## config.mk

```make
export PLATFORM = sky130hd
export DESIGN_NAME = websocket_frame_unmasker_flat
export DESIGN_NICKNAME = d
export VERILOG_FILES = /design/src/rtl/wsfu_pkg.sv /design/src/rtl/wsfu_in_if.sv /design/src/rtl/wsfu_out_if.sv /design/src/rtl/wsfu_parse.sv /design/src/rtl/websocket_frame_unmasker.sv /design/src/flat_wrapper.sv
export SDC_FILE = /design/constraint.sdc
export NUM_CORES = 1
export LEC_CHECK = 0
export ABC_AREA = 1
export BUFFER_PORTS_ARGS = -buffer_cell sky130_fd_sc_hd__buf_2
export CAP_MARGIN = 20
export CELL_PAD_IN_SITES_DETAIL_PLACEMENT = 0
export CELL_PAD_IN_SITES_GLOBAL_PLACEMENT = 2
export CORE_UTILIZATION = 42
export DETAILED_ROUTE_END_ITERATION = 8
export PLACE_DENSITY = 0.92
export SYNTH_ARGS = -nofsm -noshare
export SYNTH_HDL_FRONTEND = slang
export SYNTH_SLANG_ARGS = --single-unit
export TNS_END_PERCENT = 1
```

## constraint.sdc

```tcl
create_clock -name clk_i -period 4.6 [get_ports clk_i]
set_clock_uncertainty 0.1 [all_clocks]
set_input_delay 1.38 -clock clk_i [delete_from_list [all_inputs] [get_ports clk_i]]
set_output_delay 1.38 -clock clk_i [all_outputs]
set_load 0.02 [all_outputs]
```

## src/rtl/wsfu_pkg.sv

```systemverilog
// shared types and constants of the websocket frame unmasker
package wsfu_pkg;

  // default width of the payload length and byte counter
  localparam int unsigned LENGTH_BITS_DEF = 64;

  // length codes in header byte two that select an extended length
  localparam logic [6:0] LEN_CODE_16 = 7'd126;
  localparam logic [6:0] LEN_CODE_64 = 7'd127;

  // byte counts of the extended length fields and of the mask key
  localparam logic [3:0] EXT_BYTES_16 = 4'd2;
  localparam logic [3:0] EXT_BYTES_64 = 4'd8;
  localparam logic [3:0] KEY_BYTES    = 4'd4;

  // result status codes
  typedef enum logic [1:0] {
    STATUS_GOOD       = 2'd0,
    STATUS_HEADER_END = 2'd1,
    STATUS_TRUNCATED  = 2'd2
  } status_e;

  // parse phases, one-hot
  typedef enum logic [5:0] {
    PH_FIRST   = 6'b000001,
    PH_SECOND  = 6'b000010,
    PH_EXTLEN  = 6'b000100,
    PH_KEY     = 6'b001000,
    PH_PAYLOAD = 6'b010000,
    PH_SKIP    = 6'b100000
  } phase_e;

  // one input item
  typedef struct packed {
    logic [7:0] data_byte;
    logic       buffer_end;
  } item_t;

  // result of the parser for one item
  typedef struct packed {
    logic       emit;
    logic [7:0] payload_byte;
    logic       payload_last;
    status_e    frame_status;
  } res_t;

endpackage

```

## src/rtl/wsfu_in_if.sv

```systemverilog
// input channel: raw frame bytes
interface wsfu_in_if;
  logic       valid;
  logic       ready;
  logic [7:0] data_byte;
  logic       buffer_end;

  modport source (output valid, output data_byte, output buffer_end, input ready);
  modport sink (input valid, input data_byte, input buffer_end, output ready);
endinterface

```

## src/rtl/wsfu_out_if.sv

```systemverilog
// output channel: unmasked payload bytes and status
interface wsfu_out_if;
  logic       valid;
  logic       ready;
  logic [7:0] payload_byte;
  logic       payload_last;
  logic [1:0] frame_status;

  modport source (output valid, output payload_byte, output payload_last,
                  output frame_status, input ready);
  modport sink (input valid, input payload_byte, input payload_last,
                input frame_status, output ready);
endinterface

```

## src/rtl/wsfu_parse.sv

```systemverilog
// frame parser: header state, mask key, payload counter and unmasking
module wsfu_parse #(
  parameter int unsigned LENGTH_BITS = wsfu_pkg::LENGTH_BITS_DEF
) (
  input  logic           clk_i,
  input  logic           rst_ni,
  input  logic           fire_i,
  input  wsfu_pkg::item_t item_i,
  output wsfu_pkg::res_t  res_o
);
  import wsfu_pkg::*;

  phase_e                 phase_q, phase_d;
  logic [3:0]             idx_q, idx_d;
  logic [6:0]             code_q, code_d;
  logic [LENGTH_BITS-1:0] len_q, len_d;
  logic                   ovf_q, ovf_d;
  logic [31:0]            key_q, key_d;
  logic [LENGTH_BITS-1:0] cnt_q, cnt_d;

  logic [3:0]             idx_inc;
  logic [3:0]             ext_need;
  logic [LENGTH_BITS-1:0] len_shift;
  logic                   ovf_next;
  logic [LENGTH_BITS-1:0] cnt_inc;
  logic                   pay_last;
  logic [31:0]            key_sh;
  logic                   in_header;

  assign idx_inc   = idx_q + 4'd1;
  assign ext_need  = (code_q == LEN_CODE_16) ? EXT_BYTES_16 : EXT_BYTES_64;
  assign len_shift = {len_q[LENGTH_BITS-9:0], item_i.data_byte};
  assign ovf_next  = ovf_q | (len_q[LENGTH_BITS-1 -: 8] != 8'd0);
  assign cnt_inc   = cnt_q + {{(LENGTH_BITS-1){1'b0}}, 1'b1};
  assign pay_last  = (cnt_inc >= len_q);
  // key byte 0 sits in the top byte
  assign key_sh    = key_q >> {~cnt_q[1:0], 3'b000};

  always_comb begin
    phase_d   = phase_q;
    idx_d     = idx_q;
    code_d    = code_q;
    len_d     = len_q;
    ovf_d     = ovf_q;
    key_d     = key_q;
    cnt_d     = cnt_q;
    in_header = 1'b1;
    res_o     = '{emit: 1'b0, payload_byte: 8'd0, payload_last: 1'b0,
                  frame_status: STATUS_GOOD};

    unique case (phase_q)
      PH_SECOND: begin
        code_d = item_i.data_byte[6:0];
        idx_d  = 4'd0;
        ovf_d  = 1'b0;
        if (item_i.data_byte[6:0] == LEN_CODE_16 ||
            item_i.data_byte[6:0] == LEN_CODE_64) begin
          len_d   = '0;
          phase_d = PH_EXTLEN;
        end else begin
          len_d   = LENGTH_BITS'(item_i.data_byte[6:0]);
          phase_d = PH_KEY;
        end
      end
      PH_EXTLEN: begin
        if (idx_inc >= ext_need) begin
          // saturate lengths beyond the counter range
          len_d   = ovf_next ? '1 : len_shift;
          ovf_d   = 1'b0;
          idx_d   = 4'd0;
          phase_d = PH_KEY;
        end else begin
          len_d = len_shift;
          ovf_d = ovf_next;
          idx_d = idx_inc;
        end
      end
      PH_KEY: begin
        key_d = {key_q[23:0], item_i.data_byte};
        idx_d = idx_inc;
        if (idx_inc >= KEY_BYTES) begin
          idx_d     = 4'd0;
          cnt_d     = '0;
          phase_d   = (len_q == '0) ? PH_SKIP : PH_PAYLOAD;
          in_header = 1'b0;
        end
      end
      PH_PAYLOAD: begin
        in_header          = 1'b0;
        cnt_d              = cnt_inc;
        res_o.emit         = 1'b1;
        res_o.payload_byte = item_i.data_byte ^ key_sh[7:0];
        res_o.payload_last = pay_last | item_i.buffer_end;
        if (item_i.buffer_end && !pay_last) begin
          res_o.frame_status = STATUS_TRUNCATED;
        end
        if (pay_last) begin
          phase_d = PH_SKIP;
        end
      end
      PH_SKIP: begin
        in_header = 1'b0;
      end
      default: begin
        idx_d   = 4'd0;
        key_d   = '0;
        phase_d = PH_SECOND;
      end
    endcase

    if (item_i.buffer_end) begin
      if (in_header) begin
        res_o = '{emit: 1'b1, payload_byte: 8'd0, payload_last: 1'b1,
                  frame_status: STATUS_HEADER_END};
      end
      phase_d = PH_FIRST;
      idx_d   = 4'd0;
      code_d  = 7'd0;
      len_d   = '0;
      ovf_d   = 1'b0;
      key_d   = '0;
      cnt_d   = '0;
    end
  end

  always_ff @(posedge clk_i or negedge rst_ni) begin
    if (!rst_ni) begin
      phase_q <= PH_FIRST;
      idx_q   <= 4'd0;
      code_q  <= 7'd0;
      len_q   <= '0;
      ovf_q   <= 1'b0;
      key_q   <= '0;
      cnt_q   <= '0;
    end else if (fire_i) begin
      phase_q <= phase_d;
      idx_q   <= idx_d;
      code_q  <= code_d;
      len_q   <= len_d;
      ovf_q   <= ovf_d;
      key_q   <= key_d;
      cnt_q   <= cnt_d;
    end
  end

endmodule

```

## src/rtl/websocket_frame_unmasker.sv

```systemverilog
// top level of the websocket frame unmasker: input register, parser, result register
//
//   channel  dir  handshake     payload
//   in_i     in   valid/ready   data_byte[7:0], buffer_end
//   out_o    out  valid/ready   payload_byte[7:0], payload_last, frame_status[1:0]
//
// one item per cycle sustained while the result is not stalled,
// latency set by the input register and the result register around the parser
// an item that causes no result still passes the parser and leaves the result register empty
// reset clears the parse state and both valid flags, no clearing pass
// a stalled result holds the pipe; the input register still fills behind it
module websocket_frame_unmasker #(
  parameter int unsigned LENGTH_BITS = wsfu_pkg::LENGTH_BITS_DEF
) (
  input  logic        clk_i,
  input  logic        rst_ni,
  wsfu_in_if.sink     in_i,
  wsfu_out_if.source  out_o
);
  import wsfu_pkg::*;

  // input register
  logic  s1_vld_q;
  item_t s1_item_q;

  // result register
  logic  out_vld_q;
  res_t  out_res_q;

  // pipe control
  logic  out_can;
  logic  fire;
  logic  in_acc;
  res_t  res;

  // result register is free or drains this cycle
  assign out_can  = !out_vld_q || out_o.ready;
  // parser consumes the held item
  assign fire     = s1_vld_q && out_can;
  assign in_i.ready = !s1_vld_q || out_can;
  assign in_acc   = in_i.valid && in_i.ready;

  always_ff @(posedge clk_i or negedge rst_ni) begin
    if (!rst_ni) begin
      s1_vld_q <= 1'b0;
    end else if (in_i.ready) begin
      s1_vld_q <= in_i.valid;
    end
  end

  always_ff @(posedge clk_i) begin
    if (in_acc) begin
      s1_item_q <= '{data_byte: in_i.data_byte, buffer_end: in_i.buffer_end};
    end
  end

  wsfu_parse #(
    .LENGTH_BITS (LENGTH_BITS)
  ) u_parse (
    .clk_i  (clk_i),
    .rst_ni (rst_ni),
    .fire_i (fire),
    .item_i (s1_item_q),
    .res_o  (res)
  );

  // only items that cause a result fill the result register
  always_ff @(posedge clk_i or negedge rst_ni) begin
    if (!rst_ni) begin
      out_vld_q <= 1'b0;
    end else if (out_can) begin
      out_vld_q <= fire && res.emit;
    end
  end

  always_ff @(posedge clk_i) begin
    if (fire && res.emit) begin
      out_res_q <= res;
    end
  end

  assign out_o.valid        = out_vld_q;
  assign out_o.payload_byte = out_res_q.payload_byte;
  assign out_o.payload_last = out_res_q.payload_last;
  assign out_o.frame_status = out_res_q.frame_status;

endmodule

```

## src/flat_wrapper.sv

```systemverilog
// flat-port wrapper written by rule: the top's interface ports become plain ports
module websocket_frame_unmasker_flat import wsfu_pkg::*;
#(
  parameter int unsigned LENGTH_BITS = wsfu_pkg::LENGTH_BITS_DEF
)
  (clk_i, rst_ni, in_i_valid, in_i_data_byte, in_i_buffer_end, in_i_ready, out_o_valid, out_o_payload_byte, out_o_payload_last, out_o_frame_status, out_o_ready);
  wsfu_in_if in_i_i ();
  wsfu_out_if out_o_i ();
  input  logic clk_i;
  input  logic rst_ni;
  input wire logic [$bits(in_i_i.valid)-1:0] in_i_valid;
  input wire logic [$bits(in_i_i.data_byte)-1:0] in_i_data_byte;
  input wire logic [$bits(in_i_i.buffer_end)-1:0] in_i_buffer_end;
  output wire logic [$bits(in_i_i.ready)-1:0] in_i_ready;
  output wire logic [$bits(out_o_i.valid)-1:0] out_o_valid;
  output wire logic [$bits(out_o_i.payload_byte)-1:0] out_o_payload_byte;
  output wire logic [$bits(out_o_i.payload_last)-1:0] out_o_payload_last;
  output wire logic [$bits(out_o_i.frame_status)-1:0] out_o_frame_status;
  input wire logic [$bits(out_o_i.ready)-1:0] out_o_ready;
  assign in_i_i.valid = in_i_valid;
  assign in_i_i.data_byte = in_i_data_byte;
  assign in_i_i.buffer_end = in_i_buffer_end;
  assign in_i_ready = in_i_i.ready;
  assign out_o_valid = out_o_i.valid;
  assign out_o_payload_byte = out_o_i.payload_byte;
  assign out_o_payload_last = out_o_i.payload_last;
  assign out_o_frame_status = out_o_i.frame_status;
  assign out_o_i.ready = out_o_ready;
  websocket_frame_unmasker #(.LENGTH_BITS(LENGTH_BITS)) u_core (.clk_i(clk_i), .rst_ni(rst_ni), .in_i(in_i_i), .out_o(out_o_i));
endmodule
```

Word-level counts from Yosys, hierarchy flattened
Cells that the tools add are included.
- memories kept: 0
- input bits: 13
- register bits after elaboration: 200
- bits in writable memories: 0
- bits in latches: 0
- ROM bits: 0
- word-level logic and storage cells: 94
- output and inout port bits: 13
- shift-type cells: 1
- div/mod/pow operators: 0
- add/subtract/negate cells: 2
- multiplexer cells: 33
- reduce and logical (&&, ||, !) cells: 23
- bitwise gates (word level): 4
- order comparisons: 3
- eq/ne operators: 14
- multipliers: 0
- operators with widths (cell ; number):
    $mux 64 ; 5
    $pmux 64 s2 ; 2
    $add 64x1->64 const B ; 1
    $ge 64x64->1 ; 1
    $logic_not 64->1 ; 1
    $pmux 32 s2 ; 1
    $mux 12 ; 3
    $mux 32 ; 1
    $shr 32x5->8 ; 1
    $mux 6 ; 5
    $pmux 6 s5 ; 1
    $eq 7x7->1 const B ; 3
    $mux 7 ; 3
    $mux 4 ; 5
    $pmux 4 s3 ; 1
    $ne 3x2->1 const B ; 3
    $reduce_and 2->1 ; 4
    $reduce_bool 8->1 ; 1
    $xor 8x8->8 ; 1
    $eq 6x2->1 const B ; 1
    $eq 6x3->1 const B ; 1
    $eq 6x4->1 const B ; 1
    $eq 6x5->1 const B ; 1
    $eq 6x6->1 const B ; 1
    18 further kinds ; 32

Longest topological paths before layout
Gate-level depths: netlist of run 1.
- depth in word-level cells: 9
- depth in mapped cells: 25
- depth with buffers taken out: 25

Modules after synthesis
A second synthesis of run 1 with hierarchy kept.
- cell total of the unflattened synthesis: 1519
- area, all modules: 11976.5 µm²
- by module, submodules not included (module ; cells each ; area each (µm²) ; sequential area each (µm²) ; times used):
    wsfu_parse ; 1484 ; 11269.6 ; 4455.5 ; 1
    websocket_frame_unmasker ; 35 ; 706.9 ; 650.6 ; 1

Least setup slack after synthesis of run 1
No wires, ideal clock.
- path type: input-to-output
- start point: in out_o_ready
- end point: out in_i_ready
- cell stages on the path: 2
- required time: 3120 ps
- arrival: 1633 ps
- path buffers: 0
- slack: 1487 ps
- cells stage by stage: inv_1 -> nand3_1
- cells in the longest elaborated chain, start to end: 2
- ends and longest elaborated chain (what ; RTL line ; source):
    start: declaration ; flat_wrapper.sv:19 ; input wire logic [$bits(out_o_i.ready)-1:0] out_o_ready;
    $logic_or 1x1->1 ; websocket_frame_unmasker.sv:37 ; assign out_can = !out_vld_q || out_o.ready;
    $logic_or 1x1->1 ; websocket_frame_unmasker.sv:40 ; assign in_i.ready = !s1_vld_q || out_can;
    end: declaration ; flat_wrapper.sv:14 ; output wire logic [$bits(in_i_i.ready)-1:0] in_i_ready;
No other way between the ends.

Worst setup path after layout of run 1
- start point: reg u_core.u_parse.cnt_q[1]
- end point: reg u_core.u_parse.phase_q[5]
- cells in the longest elaborated chain, start to end: 4
- ends and longest elaborated chain (what ; RTL line ; source):
    start: declaration ; wsfu_parse.sv:19 ; logic [LENGTH_BITS-1:0] cnt_q, cnt_d;
    start signal: assignment ; wsfu_parse.sv:142 ; cnt_q <= cnt_d;
    $add 64x1->64 ; wsfu_parse.sv:34 ; assign cnt_inc = cnt_q + {{(LENGTH_BITS-1){1'b0}}, 1'b1};
    $ge 64x64->1 ; wsfu_parse.sv:35 ; assign pay_last = (cnt_inc >= len_q);
    $ne 3x2->1 (no line) ; -- ;
    $reduce_and 5->1 (no line) ; -- ;
    end signal: assignment ; wsfu_parse.sv:136 ; phase_q <= phase_d;
    end: declaration ; wsfu_parse.sv:13 ; phase_e phase_q, phase_d;
No other way between the ends.
A chain may end at the register's enable or synchronous reset.

==> results of run 1 <==
[worst max-delay path, cell delays in order (launching register included)]
cell	delay, ns
dfrtp_1	0.57
nand3_1	0.22
nor2_2	0.27
nand2_1	0.17
nor2_2	0.22
nand3_1	0.20
nor2_2	0.27
nand2_1	0.11
xor2_1	0.31
ha_1	0.31
a21oi_1	0.17
o21ai_0	0.10
a21oi_1	0.13
nand2_1	0.09
a21oi_1	0.31
nand3_1	0.17
nand2_2	0.16
nand2_2	0.10
nand2_1	0.09
nand2_1	0.05
[worst paths after layout]
check	start	depth (start not counted)	slack (ns)	end
hold reg to reg	u_core.u_parse.phase_q[0]	2	0.40	u_core.u_parse.phase_q[0]
hold / removal	u_core.u_parse.phase_q[0]	2	0.40	u_core.u_parse.phase_q[0]
setup / recovery	u_core.u_parse.cnt_q[1]	19	0.35	u_core.u_parse.phase_q[5]
min in group asynchronous	rst_ni	1	0.91	u_core.u_parse.idx_q[0]
setup reg to reg	u_core.u_parse.cnt_q[1]	19	0.35	u_core.u_parse.phase_q[5]
max in group asynchronous	rst_ni	2	2.57	u_core.u_parse.len_q[42]
[cells by family (layout without fill, tap and decap cells)]
kind of cell | count (synthesis) | count (layout)
AO/OA/AOI/OAI | 270 | 270
AND/OR/NAND/NOR | 624 | 624
XOR/XNOR | 56 | 56
adder cells (fa/ha/maj) | 68 | 68
flip-flops | 200 | 200
multiplexers | 1 | 1
buffers and inverters | 304 | 326
[state kept, by name (all words and copies together) (netlist names)]
signal                     count
u_core.u_parse.key_q          32
u_core.u_parse.idx_q           4
u_core.out_o.payload_last      1
u_core.s1_vld_q                1
u_core.u_parse.ovf_q           1
u_core.u_parse.code_q          7
u_core.u_parse.cnt_q          64
u_core.u_parse.phase_q         6
u_core.s1_item_q               9
u_core.out_o.payload_byte      8
u_core.u_parse.len_q          64
u_core.out_o.valid             1
u_core.out_o.frame_status      2
[synth_stat cells (2+ instances only)]
cell	number
buf_2	12
nor2_4	4
o22ai_2	12
nor2_1	165
nand3_1	63
o31ai_1	9
nand2_1	252
inv_4	2
nor3_1	33
nand2_2	14
clkbuf_1	23
a21o_1	3
ha_1	68
edfxtp_1	20
or2_2	2
inv_1	246
o211ai_1	4
xor2_1	54
and2_1	4
o21ai_0	73
nor2_2	5
nor4_1	19
a22o_1	2
nand2_4	2
a21oi_1	57
o21ai_1	25
xnor2_1	2
o21a_1	5
o21ai_2	5
buf_6	9
o22ai_1	70
inv_2	8
nand3_4	2
nand4_1	44
nor3_2	4
dfrtp_1	179
[cells in the final DEF (no fill, tap or decap), types with 4 or more instances in the layout]
master and instances:
o22ai_2 12, nand4_1 44, o21ai_1 25, o21ai_0 73
inv_6 5, o31ai_1 9, and2_1 4, nor4_1 19
nor2_1 165, o211ai_1 4, o21ai_2 5, o22ai_1 70
buf_2 24, nor2_4 4, buf_4 9, dfrtp_1 179
inv_1 246, xor2_1 54, a21oi_1 57, o21a_1 5
nor3_1 33, edfxtp_1 20, nand2_1 251, nand2_2 15
clkbuf_16 18, nor2_2 5, nor3_2 4, nand3_1 63
ha_1 68, inv_2 8
[metal layers]
layer	track usage [%]	part of all wire, %	up-vias
met2	38.7	47	234
li1	-	-	5074
met5	0	0	-
met1	33.3	47	4943
met3	3.30	4.0	45
met4	6.97	2.3	0
[through the flow]
stage               cell area [um^2]  utilization, %
finish                         13300            46.3
global route                   13300            46.3
CTS                            13300            46.2
detailed placement             12700            44.1
global placement               12700            44.1
floorplan                      12200               -
[layout make-up]
class                      count  area share (%)
multi-input combinational   1019            44.3
sequential                   200            38.5
inverter                     258            7.37
tap                          384            3.62
clock buffer                  20            3.45
timing repair buffer          36            1.82
clock inverter                12           0.990
[power breakdown]
part	total [W]	internal, W	switching (W)
Sequential	0.00192	0.00187	0.0000531
Combinational	0.000617	0.000145	0.000472
Clock	0.00153	0.000759	0.000773
Total	0.00407	0.00277	0.00130
==> impl_results.md, run 1 <==
- Final nets: 1613
- Post-placement cell count: 1896
- Max Cap Viol: 0
- DRC: 0
- CP arrival: 4.48 ns
- Pwr dens: 306 nW/um^2
- Via-to-Cell Ratio: 5.34
- Final Hold Viols: 0
- Area of the multi-input gates: 5880 um^2
- Initial DRC count: 838
- Post-synth EDFFs: 20
- Via count: 10300
- WP data required: 4.84 ns
- Boundary pin count: 26
- Seq. cell area: 5110 um^2
- Fin crit period: 4.25 ns
- Power, Total: 0.00407 W
- Clk_lat worst skew: 0.45 ns
- Combinational family with the most area after synthesis: simple AND/OR/NAND/NOR gates
- Postcts setup bufs: 0
- Setup Crit Path Kind: reg -> reg
- Total grt overflow: 0
- Worst slew margin: 30.4%
- Synth Flop Type: dfrtp_1
- Path type of the worst min-delay path: reg -> reg
- Seq/Total Area, Yosys: 41.7%
- Area growth from synthesis to layout: 8.49%
- CTS H-tree lvls: 4
- DR pass1 iterations: 5
- Post-Layout Cell Count: 1929
- Unrepaired setup endpoints after global routing: false
- Share of cells above drive strength 1: 8.93%
- #FFs+latches synth: 200
- Max VDD drop: 273 uV
- Filler cells: 2905
- WL final: 34500 um
- CTS tree: built
- Dpl ws: 0.393 ns
- Max Transition Viols Final: 0
- Post-CTS sizing: 0
- Clock slew at reported path FFs: 0.08 ns
- Outcome: complete, no violations
- CTS Sinks: 200
- Max FO, Critical Path: 11
- Buffers on Ports: 25
- Mux share of post-synthesis cell area: 0.0818%
- Initial antenna violation count: 0
- Initial core utilization: 42.6%
- Distinct cells, synth: 58
- ANT cells: 0
- Post-Syn Area: 12200 um^2
- Vias in the first global route: 10100
- Hold Buf Count CTS: 0
- Synth area leader: dfrtp_1
- Synth top area share: 36.6%
- TritonCTS Buffers: 17
- Crit start category: flop
- Final setup fails: 0
- Antenna viol nets, final: 0
- Die height: 173 um
- Synth Area in Simple Gates: 23.6%
- Hold_ws: 0.399 ns
- Post-Synth Adder-Cell Area: 6.95%
- Setup TNS: 0 ns
- LEAKAGE: 6.04 nW
- Final Wtd Congestion: 0.881
- HPWL Detailed: 26000 um
- Tcrit/Tclk final: 92.3%
- PnR worst setup slack: 0.354 ns
- Syn_area_per_cell: 8.04 um^2
- Max Buffers Root-to-Sink: 2
- Area contributors post-synth: dfrtp_1, nand2_1, inv_1
- Yosys warns: 0
- Placement Rows: 62
- Largest net degree at the start of global routing: 96
- Synth Area in Compound Gates: 13.4%
- Syn_nets: 1604
- Worst Setup End Kind: flop
- Xor-xnor portion of the synthesized cell area: 4.01%
- All-Layer GR Usage: 23.9%
- Clock root cell: clkbuf_16
- Async SR Flop Fraction: 90.0%
- Horiz. Die Dim: 173 um
- Wirelength per Cell: 17.9 um
- Peak Freq: 236 MHz
- Worst-margin pin slew: 1.04 ns
- Core area: 28700 um^2
- Cell count after synthesis: 1523
- First-pass GRT wire length: 55600 um
- Die area: 29800 um^2
No activity file was read; power rests on OpenSTA's default activity.
==> run 2: changes to the inputs <==
Settings changed: CORE_UTILIZATION 42 to 35, PLACE_DENSITY 0.92 to 0.83.
Clock period 4.6 ns to 3.64 ns, I/O delays scaled along.
==> impl_results.md, run 2 (synthesis gave the netlist of run 1 again) <==
- Outcome: complete, no violations (unchanged)
- Crit path from: u_core.u_parse.cnt_q[28] (was u_core.u_parse.cnt_q[1])
- R2R Path Start: u_core.u_parse.cnt_q[28] (was u_core.u_parse.cnt_q[1])
- Commonest cells after routing, fill and taps aside: inv_1, nand2_1, dfrtp_1 (was nand2_1, inv_1, dfrtp_1)
- Worst slew margin: 43.6% (was 30.4%)
- Setup Crit Path Kind: reg -> reg (unchanged)
- Hold_ws: 0.400 ns (was 0.399 ns)
- Design area: 14300 um^2 (was 13300 um^2)
- Boundary pin count: 26 (unchanged)
- Die area: 35700 um^2 (was 29800 um^2)
- Pwr dens: 366 nW/um^2 (was 306 nW/um^2)
- Hold Buf Count CTS: 0 (unchanged)
- Most common cell after layout, fill and taps aside: inv_1 (was nand2_1)
- Crit start category: flop (unchanged)
- WP data required: 3.95 ns (was 4.84 ns)
- Final Hold Viols: 0 (unchanged)
- Post-Layout Cell Count: 2080 (was 1929)
- Total grt overflow: 0 (unchanged)
- Via-to-Cell Ratio: 5.02 (was 5.34)
- CTS Sinks: 200 (unchanged)
- Area growth from synthesis to layout: 16.8% (was 8.49%)
- Final Wtd Congestion: 0.880 (was 0.881)
- Vias in the first global route: 10300 (was 10100)
- Peak Freq: 291 MHz (was 236 MHz)
- Horiz. Die Dim: 189 um (was 173 um)
- Largest net degree at the start of global routing: 70 (was 96)
- Post-placement cell count: 2036 (was 1896)
- Path type of the worst min-delay path: reg -> reg (unchanged)
- Filler cells: 3508 (was 2905)
- CP arrival: 3.74 ns (was 4.48 ns)
- Max Cap Viol: 0 (unchanged)
- Clock root cell: clkbuf_16 (unchanged)
- Dpl ws: 0.0736 ns (was 0.393 ns)
- Max VDD drop: 343 uV (was 273 uV)
- TritonCTS Buffers: 17 (unchanged)
- DR pass1 iterations: 5 (unchanged)
- HP Start: u_core.u_parse.phase_q[0] (unchanged)
- Initial core utilization: 35.5% (was 42.6%)
- Share of cells above drive strength 1: 17.5% (was 8.93%)
- Initial antenna violation count: 0 (unchanged)
- Placement Rows: 68 (was 62)
- Max Transition Viols Final: 0 (unchanged)
- DRC: 0 (unchanged)
- WL final: 36000 um (was 34500 um)
- Clk_lat worst skew: 0.47 ns (was 0.45 ns)
- Clock slew at reported path FFs: 0.09 ns (was 0.08 ns)
- CTS H-tree lvls: 4 (unchanged)
- All-Layer GR Usage: 20.8% (was 23.9%)
- Core area: 34500 um^2 (was 28700 um^2)
- Wirelength per Cell: 17.3 um (was 17.9 um)
- Tcrit/Tclk final: 94.4% (was 92.3%)
- Max Buffers Root-to-Sink: 2 (unchanged)
- Worst Setup End Kind: flop (unchanged)
- LEAKAGE: 6.52 nW (was 6.04 nW)
- Top Registers: u_core.u_parse.cnt_q x64, u_core.u_parse.len_q x64, u_core.u_parse.key_q x32 (unchanged)
- Post-DP Area: 13300 um^2 (was 12700 um^2)
- Power, Total: 0.00523 W (was 0.00407 W)
- CTS tree: built (unchanged)
- Fin crit period: 3.44 ns (was 4.25 ns)
- Buffers on Ports: 25 (unchanged)
- Worst-margin pin slew: 0.846 ns (was 1.04 ns)
- Via count: 10400 (was 10300)
- Die height: 189 um (was 173 um)
- Antenna viol nets, final: 0 (unchanged)
- ANT cells: 0 (unchanged)
- HPWL Detailed: 26900 um (was 26000 um)
- Final nets: 1693 (was 1613)
- First-pass GRT wire length: 56900 um (was 55600 um)
- Final setup fails: 0 (unchanged)
- Initial DRC count: 602 (was 838)
- Max FO, Critical Path: 5 (was 11)
- PnR worst setup slack: 0.205 ns (was 0.354 ns)
==> run 2: stage by stage <==
| stage | utilization (%) | setup TNS [ns] |
|---|---|---|
| after global routing | 41.5 | -0.341 |
| after CTS | 40.4 | 0 |
| after global placement | 38.6 | 0 |
| final | 41.5 | 0 |
| after detailed placement | 38.6 | 0 |
| after floorplan | - | 0 |
==> run 2: final cells by class <==
type | instances | area, um^2 | area share [%]
clock inverters | 13 | 146 | 1.02
well taps | 455 | 569 | 3.98
flip-flops and latches | 200 | 5110 | 35.7
multi-input cells | 1019 | 6160 | 43.1
repair buffers | 116 | 867 | 6.06
inverters | 258 | 978 | 6.84
clock buffers | 19 | 464 | 3.25
==> run 2: path summary, 6_finish.rpt <==
kind | endpoint | slack (ns) | cells after the start
max | u_core.u_parse.phase_q[3] | 0.20 | 21
min | u_core.u_parse.phase_q[0] | 0.40 | 2
max reg2reg | u_core.u_parse.phase_q[3] | 0.20 | 21
min reg2reg | u_core.u_parse.phase_q[0] | 0.40 | 2
max in group asynchronous | u_core.u_parse.cnt_q[11] | 2.08 | 2
min in group asynchronous | u_core.u_parse.len_q[62] | 0.54 | 1
==> run 2: critical path, cell delays in order (launching register included) <==
cell	delay [ns]
dfrtp_2	0.42
inv_1	0.09
nor4_2	0.33
nand2_1	0.16
nor2_2	0.16
buf_4	0.12
nand3_1	0.08
nor3_1	0.15
nor2_1	0.07
buf_4	0.15
ha_1	0.28
a21oi_1	0.14
o21ai_0	0.11
a21oi_1	0.15
nand2_1	0.10
a21oi_1	0.12
buf_4	0.15
nand3_2	0.10
nand2_2	0.12
buf_4	0.13
nand3_1	0.07
nand2_1	0.08
==> run 2: repair_timing <==
item | 4_1_cts | 5_1_grt
gates resized for setup | 0 | 70
endpoints found under the setup margin | 0 | 8
setup buffers | 0 | 12
==> run 2: report_power, final <==
group	leakage [nW]	internal, W	switching (W)
sequential	2.68	0.00236	0.0000663
combinational	3.54	0.000216	0.000600
clock	0.298	0.000978	0.00101
==> run 2: routing by layer <==
layer / wire length, um / up-vias / GRT usage (%)
li1: - / 5216 / -
met2: 17400 / 190 / 35.0
met1: 16300 / 4989 / 26.5
met4: 1110 / 0 / 8.68
met3: 1230 / 51 / 3.00
met5: 0 / - / 0
==> run 3: changes to the inputs <==
Settings changed: CORE_ASPECT_RATIO set to 1.5, SETUP_SLACK_MARGIN set to 0.3.
==> impl_results.md, run 3 (synthesis gave the netlist of run 1 again) <==
- Clock root cell: clkbuf_16 (unchanged)
- TritonCTS Buffers: 17 (unchanged)
- R2R Path Start: u_core.u_parse.cnt_q[1] (was u_core.u_parse.cnt_q[28])
- Worst reg2reg path depth: 20 (was 21)
- Final Wtd Congestion: 0.913 (was 0.880)
- Max Buffers Root-to-Sink: 2 (unchanged)
- CTS H-tree lvls: 4 (unchanged)
- Core area: 34400 um^2 (was 34500 um^2)
- Area growth from synthesis to layout: 23.4% (was 16.8%)
- Outcome: complete, no violations (unchanged)
- LEAKAGE: 6.90 nW (was 6.52 nW)
- First-pass GRT wire length: 61300 um (was 56900 um)
- Total grt overflow: 0 (unchanged)
- Boundary pin count: 26 (unchanged)
- Die area: 35700 um^2 (about the same)
- DR pass1 iterations: 7 (was 5)
- Final setup fails: 0 (unchanged)
- Share of cells above drive strength 1: 24.0% (was 17.5%)
- Post-placement cell count: 2080 (was 2036)
- WL final: 39400 um (was 36000 um)
- Clock slew at reported path FFs: 0.08 ns (was 0.09 ns)
- WP data required: 3.89 ns (was 3.95 ns)
- Max Cap Viol: 0 (unchanged)
- Max FO, Critical Path: 6 (was 5)
- Post-Layout Cell Count: 2153 (was 2080)
- Commonest cells after routing, fill and taps aside: inv_1, nand2_1, dfrtp_1 (unchanged)
- Max VDD drop: 303 uV (was 343 uV)
- Pwr dens: 347 nW/um^2 (was 366 nW/um^2)
- Unrepaired setup endpoints after global routing: true
- Antenna viol nets, final: 0 (unchanged)
- Hold endpoint: u_core.u_parse.phase_q[0] (unchanged)
- Hold Crit Depth: 2 (unchanged)
- Crit start category: flop (unchanged)
- Peak Freq: 299 MHz (was 291 MHz)
- Worst slew margin: 39.7% (was 43.6%)
- Reg2reg end: u_core.u_parse.phase_q[3] (unchanged)
- Largest net degree at the start of global routing: 69 (was 70)
- Buffers on Ports: 25 (unchanged)
- Placement Rows: 83 (was 68)
- Vias in the first global route: 11100 (was 10300)
- Fin crit period: 3.34 ns (was 3.44 ns)
- Via count: 10800 (was 10400)
- Hold_ws: 0.406 ns (was 0.400 ns)
- DRC: 0 (unchanged)
- CTS Sinks: 200 (unchanged)
- ANT cells: 0 (unchanged)
- Setup TNS: 0 ns (unchanged)
- Clk_lat worst skew: 0.46 ns (was 0.47 ns)
- Hold Buf Count CTS: 0 (unchanged)
- Initial DRC count: 539 (was 602)
- Worst-margin pin slew: 0.904 ns (was 0.846 ns)
- Worst reg-to-reg setup slack: 0.30 ns (was 0.20 ns)
- Initial antenna violation count: 0 (unchanged)
- Most common cell after layout, fill and taps aside: inv_1 (unchanged)
- CP arrival: 3.59 ns (was 3.74 ns)
- Final Hold Viols: 0 (unchanged)
- Final nets: 1754 (was 1693)
- Setup Crit Path Kind: reg -> reg (unchanged)
- Power, Total: 0.00524 W (was 0.00523 W)
- Top Registers: u_core.u_parse.cnt_q x64, u_core.u_parse.len_q x64, u_core.u_parse.key_q x32 (unchanged)
- Max Transition Viols Final: 0 (unchanged)
- Via-to-Cell Ratio: 5.03 (was 5.02)
- Worst Setup End Kind: flop (unchanged)
- Horiz. Die Dim: 155 um (was 189 um)
- Dpl ws: -0.141 ns (was 0.0736 ns)
- Path type of the worst min-delay path: reg -> reg (unchanged)
- All-Layer GR Usage: 22.9% (was 20.8%)
- Die height: 231 um (was 189 um)
- HPWL Detailed: 30000 um (was 26900 um)
- PnR worst setup slack: 0.297 ns (was 0.205 ns)
- HP Start: u_core.u_parse.phase_q[0] (unchanged)
- Wirelength per Cell: 18.3 um (was 17.3 um)
- CTS tree: built (unchanged)
- Tcrit/Tclk final: 91.9% (was 94.4%)
- Initial core utilization: 35.6% (was 35.5%)
[run 3: worst max path at each step]
stage | cells after the start | end | start | slack [ns]
3_3_place_gp | 22 | u_core.u_parse.phase_q[3] | u_core.u_parse.cnt_q[30] | -0.22
6_report | 20 | u_core.u_parse.phase_q[3] | u_core.u_parse.cnt_q[1] | 0.30
2_1_floorplan | 22 | u_core.u_parse.phase_q[3] | u_core.u_parse.cnt_q[0] | 0.56
5_1_grt | 20 | u_core.u_parse.phase_q[1] | u_core.u_parse.cnt_q[18] | 0.1
3_5_place_dp | 22 | u_core.u_parse.phase_q[2] | u_core.u_parse.cnt_q[28] | -0.14
4_1_cts | 24 | u_core.u_parse.phase_q[2] | u_core.u_parse.cnt_q[28] | 0.30
[run 3: timing repair]
action | CTS | global route
endpoints found under the setup margin | 8 | 9
buffers inserted | 28 | 13
pin swaps | 24 | 50
hold endpoints to repair | 0 | 0
resized for setup | 63 | 92
[run 3: where the power goes]
| group | internal [W] | switching (W) | total [W] | leakage [nW] |
|---|---|---|---|---|
| registers | 0.00236 | 0.0000701 | 0.00243 | 2.67 |
| logic | 0.000260 | 0.000625 | 0.000885 | 3.94 |
| clock network | 0.000976 | 0.000954 | 0.00193 | 0.289 |
| total | 0.00359 | 0.00165 | 0.00524 | 6.90 |
[run 3: cell type report]
class	count	area, um^2
clock buffer	20	478
tap	467	584
clock inverter	12	101
inverter	258	978
sequential	200	5110
multi-input combinational	1019	6480
fill	3443	19300
timing repair buffer	177	1360
[run 3: metrics by stage]
stage / util [%] / instance area, um^2
after global routing: 43.9 / 15100
after CTS: 42.6 / 14700
after global placement: 39.5 / 13600
after detailed placement: 39.5 / 13600
after floorplan: - / 12200
final: 43.9 / 15100
[run 3: per-layer routing]
layer | vias up | wire, um | GRT usage, %
li1 | 5340 | - | -
met1 | 5206 | 14600 | 23.5
met2 | 204 | 21700 | 44.4
met3 | 83 | 882 | 2.58
met4 | 0 | 2160 | 13.0
met5 | - | 0 | 0
[run 3: critical path, stage by stage (launching register included)]
cell and delay, ns:
dfrtp_1 0.40, ha_2 0.21, nand2_2 0.07, nor2_1 0.25, inv_1 0.11, nor2_1 0.21, nand2_1 0.09, xor2_1 0.25
inv_1 0.09, ha_1 0.28, nand4_1 0.15, nor3_2 0.17, and3_1 0.18, nand2_1 0.05, nand2_1 0.13, nand2_4 0.08
nand3_4 0.07, nand2_4 0.07, buf_12 0.16, nand3_1 0.06, nand2_1 0.05
